[src/design/lfu_pkg.sv]
// Package with shared types, status codes and opcodes for the LFU replacement table.
`timescale 1ns / 1ps
package lfu_pkg;
    localparam int DefaultSlots = 32;
    localparam logic [31:0] CapacityReset = 32'd4096;

    localparam logic [1:0] OP_ACCESS  = 2'd0;
    localparam logic [1:0] OP_REMOVE  = 2'd1;
    localparam logic [1:0] OP_EVICT   = 2'd2;
    localparam logic [1:0] OP_IGNORED = 2'd3;

    localparam logic [2:0] ST_INSERTED  = 3'd0;
    localparam logic [2:0] ST_HIT       = 3'd1;
    localparam logic [2:0] ST_REMOVED   = 3'd2;
    localparam logic [2:0] ST_NOT_FOUND = 3'd3;
    localparam logic [2:0] ST_FULL      = 3'd4;
    localparam logic [2:0] ST_EVICTED   = 3'd5;
    localparam logic [2:0] ST_NONE      = 3'd6;

    typedef struct packed {
        logic [1:0]  op;
        logic [63:0] key_tag;
        logic [15:0] entry_bytes;
        logic [31:0] size_offset;
    } req_t;

    typedef struct packed {
        logic [2:0]  status;
        logic [63:0] out_key;
        logic [15:0] out_bytes;
        logic [31:0] out_count;
        logic        last;
    } rsp_t;

    // Controller to datapath commands.
    typedef struct packed {
        logic load;       // capture request, reset scan
        logic scan_step;  // examine one slot
        logic commit;     // apply access or remove, build result
        logic evict;      // remove the chosen victim, build result
        logic none;       // build nothing-evicted result
        logic rescan;     // restart the scan for the next victim
    } cmd_t;

    // Datapath to controller status.
    typedef struct packed {
        logic scan_done;
        logic need_evict;
        logic have_victim;
        logic [1:0] op;
    } sts_t;
endpackage

[src/design/lfu_ctrl.sv]
// Sequencer for the LFU table: load, scan, commit or evict, hand off the result.
`timescale 1ns / 1ps
module lfu_ctrl (
    input  logic          clk,
    input  logic          rst_n,
    input  logic          in_valid,
    output logic          in_ready,
    output logic          out_valid,
    input  logic          out_ready,
    input  logic          rsp_last,
    input  lfu_pkg::sts_t sts,
    output lfu_pkg::cmd_t cmd
);
    localparam logic [2:0] S_IDLE  = 3'd0;
    localparam logic [2:0] S_SCAN  = 3'd1;
    localparam logic [2:0] S_DEC   = 3'd2;
    localparam logic [2:0] S_OUT   = 3'd3;

    logic [2:0] state_reg, state_next;

    assign in_ready  = (state_reg == S_IDLE);
    assign out_valid = (state_reg == S_OUT);

    always_comb
    begin
        state_next = state_reg;
        cmd = '0;
        unique case (state_reg)
            S_IDLE:
            begin
                if (in_valid)
                begin
                    cmd.load   = 1'b1;
                    state_next = S_SCAN;
                end
            end
            S_SCAN:
            begin
                if (sts.scan_done)
                    state_next = S_DEC;
                else
                    cmd.scan_step = 1'b1;
            end
            S_DEC:
            begin
                priority case (sts.op)
                    lfu_pkg::OP_ACCESS, lfu_pkg::OP_REMOVE:
                    begin
                        cmd.commit = 1'b1;
                        state_next = S_OUT;
                    end
                    lfu_pkg::OP_EVICT:
                    begin
                        if (sts.need_evict && sts.have_victim)
                            cmd.evict = 1'b1;
                        else
                            cmd.none = 1'b1;
                        state_next = S_OUT;
                    end
                    default: state_next = S_IDLE;
                endcase
            end
            S_OUT:
            begin
                if (out_ready)
                begin
                    if (rsp_last)
                        state_next = S_IDLE;
                    else
                    begin
                        cmd.rescan = 1'b1;
                        state_next = S_SCAN;
                    end
                end
            end
            default: state_next = S_IDLE;
        endcase
    end

    always_ff @(posedge clk or negedge rst_n)
    begin
        if (!rst_n)
            state_reg <= S_IDLE;
        else
            state_reg <= state_next;
    end
endmodule

[config.mk]
export PLATFORM = sky130hd
export DESIGN_NAME = lfu_ctrl
export DESIGN_NICKNAME = d
export VERILOG_FILES = /design/src/design/lfu_pkg.sv /design/src/design/lfu_ctrl.sv
export SDC_FILE = /design/constraint.sdc
export NUM_CORES = 1
export LEC_CHECK = 0
export BUFFER_PORTS_ARGS = -buffer_cell sky130_fd_sc_hd__buf_4
export CAP_MARGIN = 10
export CORE_AREA = 2 2 39 41
export CTS_CLUSTER_DIAMETER = 40
export DETAILED_ROUTE_END_ITERATION = 10
export DIE_AREA = 0 0 41 43
export PLACE_DENSITY = 0.49
export REMOVE_ABC_BUFFERS = 1
export SLEW_MARGIN = 20
export SYNTH_ARGS = -nofsm -noshare
export SYNTH_HDL_FRONTEND = slang
export SYNTH_SLANG_ARGS = --single-unit
[constraint.sdc]
create_clock -name clk -period 1.3 [get_ports clk]
set_input_delay 0.13 -clock clk [delete_from_list [all_inputs] [get_ports clk]]
set_output_delay 0.13 -clock clk [all_outputs]
set_load 0.05 [all_outputs]
# Word-level counts from Yosys, hierarchy flattened
# Cells that the tools add are included.
dict set report classes {
  n_reduce_logical 6
  n_eq_ne 8
  muxes 18
}
# op count
set ops {}
lappend ops {{two-way mux 3 bit} 4}
lappend ops {{one-hot mux 3 bit (4 select lines)} 1}
lappend ops {{two-way mux 1 bit} 11}
lappend ops {{== test 3 x 2 -> 1 bit, second input constant} 2}
lappend ops {{two-way mux 2 bit} 2}
lappend ops {{!= test 2 bit, second input constant} 2}
lappend ops {{== test 3 x 1 -> 1 bit, second input constant} 1}
lappend ops {{zero test 3 bit} 1}
lappend ops {{AND reduction 3 bit} 1}
lappend ops {{OR reduction 3 bit} 1}
lappend ops {{== test 2 x 1 -> 1 bit, second input constant} 1}
lappend ops {{== test 2 bit, second input constant} 1}
lappend ops {{zero test 2 bit} 1}
lappend ops {{!= test 2 x 1 -> 1 bit, second input constant} 1}
lappend ops {{OR reduction 2 bit} 1}
lappend ops {{logical AND 1 bit} 1}
dict set report word_totals {
  out_inout_bits 8
  inputBits 10
  word_cells 33
  regBits 3
}

# Logic depth before layout (Yosys ltp)
dict set report depth {
  word_depth 4
  mapped_depth 3
}

# Least setup slack after synthesis
# OpenSTA, ideal clock, no wires.
dict set report synth_timing {
  kind {register to output}
  startpoint {reg state_reg[0]}
  endpoint {out cmd[3] (netlist name)}
  t_required_ns 1.170
  path_slack_ns -0.478
  stages_incl_launch_ff 3
  arrival_time_ns 1.648
  path_cell_list {dfrtp_1 -> buf_6 -> nor3b_1}
}
# element line_no
set synth_lines {}
lappend synth_lines {{start: declaration} lfu_ctrl.sv:19} ;# logic [2:0] state_reg, state_next;
lappend synth_lines {{start signal: assignment} lfu_ctrl.sv:85} ;# state_reg <= state_next;
lappend synth_lines {{end: declaration} lfu_ctrl.sv:12} ;# output lfu_pkg::cmd_t cmd

==> summary.md <==
| Metric | Value |
|---|---|
| CP endpoint kind | output port |
| Most common library cell in the layout ignoring fill and taps | buf_4 |
| Vias/cell | 4.086 |
| Initial Utilization | around 14% |
| Layout Skew | approximately 0.0007 ns |
| GP Congestion | 0.7204 |
| Area of the multi-input gates | 132.6 µm² |
| Req. time, crit path | 1.17 ns |
| Max FFs per register | 2 |
| Setup ws final | -0.03341 ns |
| Worst slew pin tran | 0.2172 ns |
| Clock sink total | 2 |
| Place WS | approximately 0.14 ns |
| Synth Register Bits | 2 |
| Max VDD drop | between 1 and 1.5 mV |
| Number of port buffers | 17 |
| R2r endpoint | state_reg[0]$_DFFE_PN0P_ |
| Yosys cell types | 15 |
| Post-DP HPWL | around 470 µm |
| Max-slew headroom | a little under nine tenths |
| Synth Instances | 19 |
| Failing checks | negative setup slack |
| ANT nets after route | 0 |
| Pre-antenna DRT Iters | 1 |
| Max Fclk | around 750 MHz |
| Mapped Area | around 190 µm² |
| Count of yosys warnings during synthesis | 0 |
| Synthesized area per cell | 10.08 µm² |
| WL per Instance | 11.19 µm |
| Critical path origin | state_reg[0]$_DFFE_PN0P_ |
| Inserted Clock Buffers | 3 |
| WHS | around 0.16 ns |
| Die X | about 41 µm |
| Worst R2R Setup Slack | 0.08 ns |
| Met3 Use GR | 4.712% |
| Hold Path Class | input pin to flip-flop |
| Gr usage total | roughly 7.9% |
| Most used cells in the layout excluding fill and tap cells | buf_4, buf_6, clkbuf_4 |
| Nets@finish | 54 |
| Vias | between 200 and 250 |
| Die Span Y | approximately 43 µm |
| Iter 0 DRT Violations | 0 |
| CTS H-Tree Depth | 1 |
| Vias in the first global route | around 230 |
| Crit path DAT | roughly 1.2 ns |
| Clk Latency, worst-skew pair | 0.22 ns |
| Setup-failing EPs final | 3 |
| LEAKAGE | roughly 0.0002 µW |
| Startpoint types | flip-flop |
| Worst r2r src | state_reg[0]$_DFFE_PN0P_ |
| Final hold viol count | 0 |
| Global-route wire length before repair | between 900 and 1000 µm |
| GRT Max-Usage Layer | met1 |
| Bufs on Longest Clock Path | 2 |
| Final period util | 102.6% |
| Layout cells sized above 1 | ~70% |
| WS Path Type | flip-flop to output port |
| Total Die Area | 1763 µm² |
| Crit path to | cmd[1] |
| Root Driver | clkbuf_4 |
| Cell Pwr Density | about 2300 nW/µm² |
| M2 GR Usage | 9.375% |
| Outcome | finished with violations |
| Largest net degree at the start of global routing | 10 |
| TritonCTS clock tree | done |
| Max-slew violation count | 0 |
| Placement Cell Area | between 300 and 400 µm² |
| ANT cells | 0 |
| Clk slew on worst S/H paths | approximately 0.030 ns |
| Met1 Track Usage GR | roughly a tenth |
| Grt total ovfl | 0 |
| # fillers | 150 |
| I/O pin cnt | 18 |
| Unrepaired setup endpoints after global routing | yes |
| Sequential element share of the synthesized area | around a quarter |
| DRC viols | 0 |
| Maxcap violations | 0 |
| Layout Cell Area excl Fill | around 400 µm² |
| Core Box Area | between 1000 and 1500 µm² |
| Minimum clock period | 1.333 ns |
| Reg area | 52.55 µm² |
| Area Overhead vs Synth | 111.1% |
| Initial antenna violation count | 0 |
| Routed Wire Length | 649 µm |
| Row cnt | 14 |
| R2R depth | 3 |
| Max FO, Critical Path | 7 |
[cell families (layout without fill, tap and decap cells)]
| family | after synthesis | after routing | share of synthesized area [%] |
|---|---|---|---|
| AO/OA/AOI/OAI | 3 | 3 | 13.07 |
| buffers and inverters | 1 | 24 | 5.882 |
| flip-flops | 2 | 2 | 26.14 |
| AND/OR/NAND/NOR | 13 | 13 | 54.91 |
[layout make-up]
cell class                 count  share of cell area [%]
timing repair buffer          21                   43.65
multi-input combinational     16                   32.82
sequential                     2                   13.00
clock buffer                   3                   5.573
tap                           16                   4.954
[per-layer routing]
layer / up-vias / routed length [µm]
met4: 0 / 0
met1: 102 / 273
met5: - / 0
met2: 18 / 254
met3: 0 / 121
li1: 117 / -
[critical path, cell delays in order, from the launching register on]
cell,delay (ns)
dfrtp_2,0.43
nand4bb_1,0.21
a21oi_1,0.13
buf_4,0.21
[report_power, final]
| part | leakage, µW | switching, µW | internal (µW) |
|---|---|---|---|
| Combinational | 0.000161 | 369 | 277 |
| Sequential | 0.0000219 | 51.0 | 101 |
| Clock | 0.0000138 | 32.8 | 102 |
| Total | 0.000196 | 453 | 479 |
[synth_stat cells]
cell type  instances  area, µm²
nor3b_1            1      7.510
a21oi_1            1      5.000
and3b_1            1      8.760
dfrtp_1            2      50.05
nand2_1            2      7.510
nand3_1            1      5.000
buf_6              1      11.26
nor3b_2            2      25.02
nor2b_1            1      6.260
and2_1             1      6.260
nor2_1             2      7.510
a32o_1             1      10.01
nand4bb_1          1      11.26
a311o_1            1      10.01
nand3b_4           1      20.02
[worst min-delay path by stage]
stage                       from                       end  slack, ns  cells after the start
after floorplan            rst_n  state_reg[0]$_DFFE_PN0P_      -0.17                      0
after global routing      sts[4]  state_reg[1]$_DFFE_PN0P_       0.15                      2
after detailed placement   rst_n  state_reg[0]$_DFFE_PN0P_      -0.08                      1
after global placement     rst_n  state_reg[0]$_DFFE_PN0P_      -0.08                      1
after CTS                 sts[4]  state_reg[1]$_DFFE_PN0P_       0.15                      2
final                     sts[4]  state_reg[1]$_DFFE_PN0P_       0.16                      2
[what timing repair did]
action	4_1_cts	5_1_grt
hold endpoints to repair	2	0
pin swaps	0	1
gates resized for setup	3	6
buffers inserted	1	2
hold buffers	1	0
setup endpoints to repair	6	6
[metrics by stage]
stage	util (%)	cells	setup TNS, ns	total power [µW]
2_1_floorplan	-	18	-1.308	520.1
3_3_place_gp	23.69	51	0	681.9
3_5_place_dp	23.69	51	0	681.6
4_1_cts	27.03	56	-0.07753	861.6
5_1_grt	29.20	58	-0.4052	992.8
6_report	29.20	58	-0.06927	932.4
Note: power is estimated with default switching activity, not from simulation.
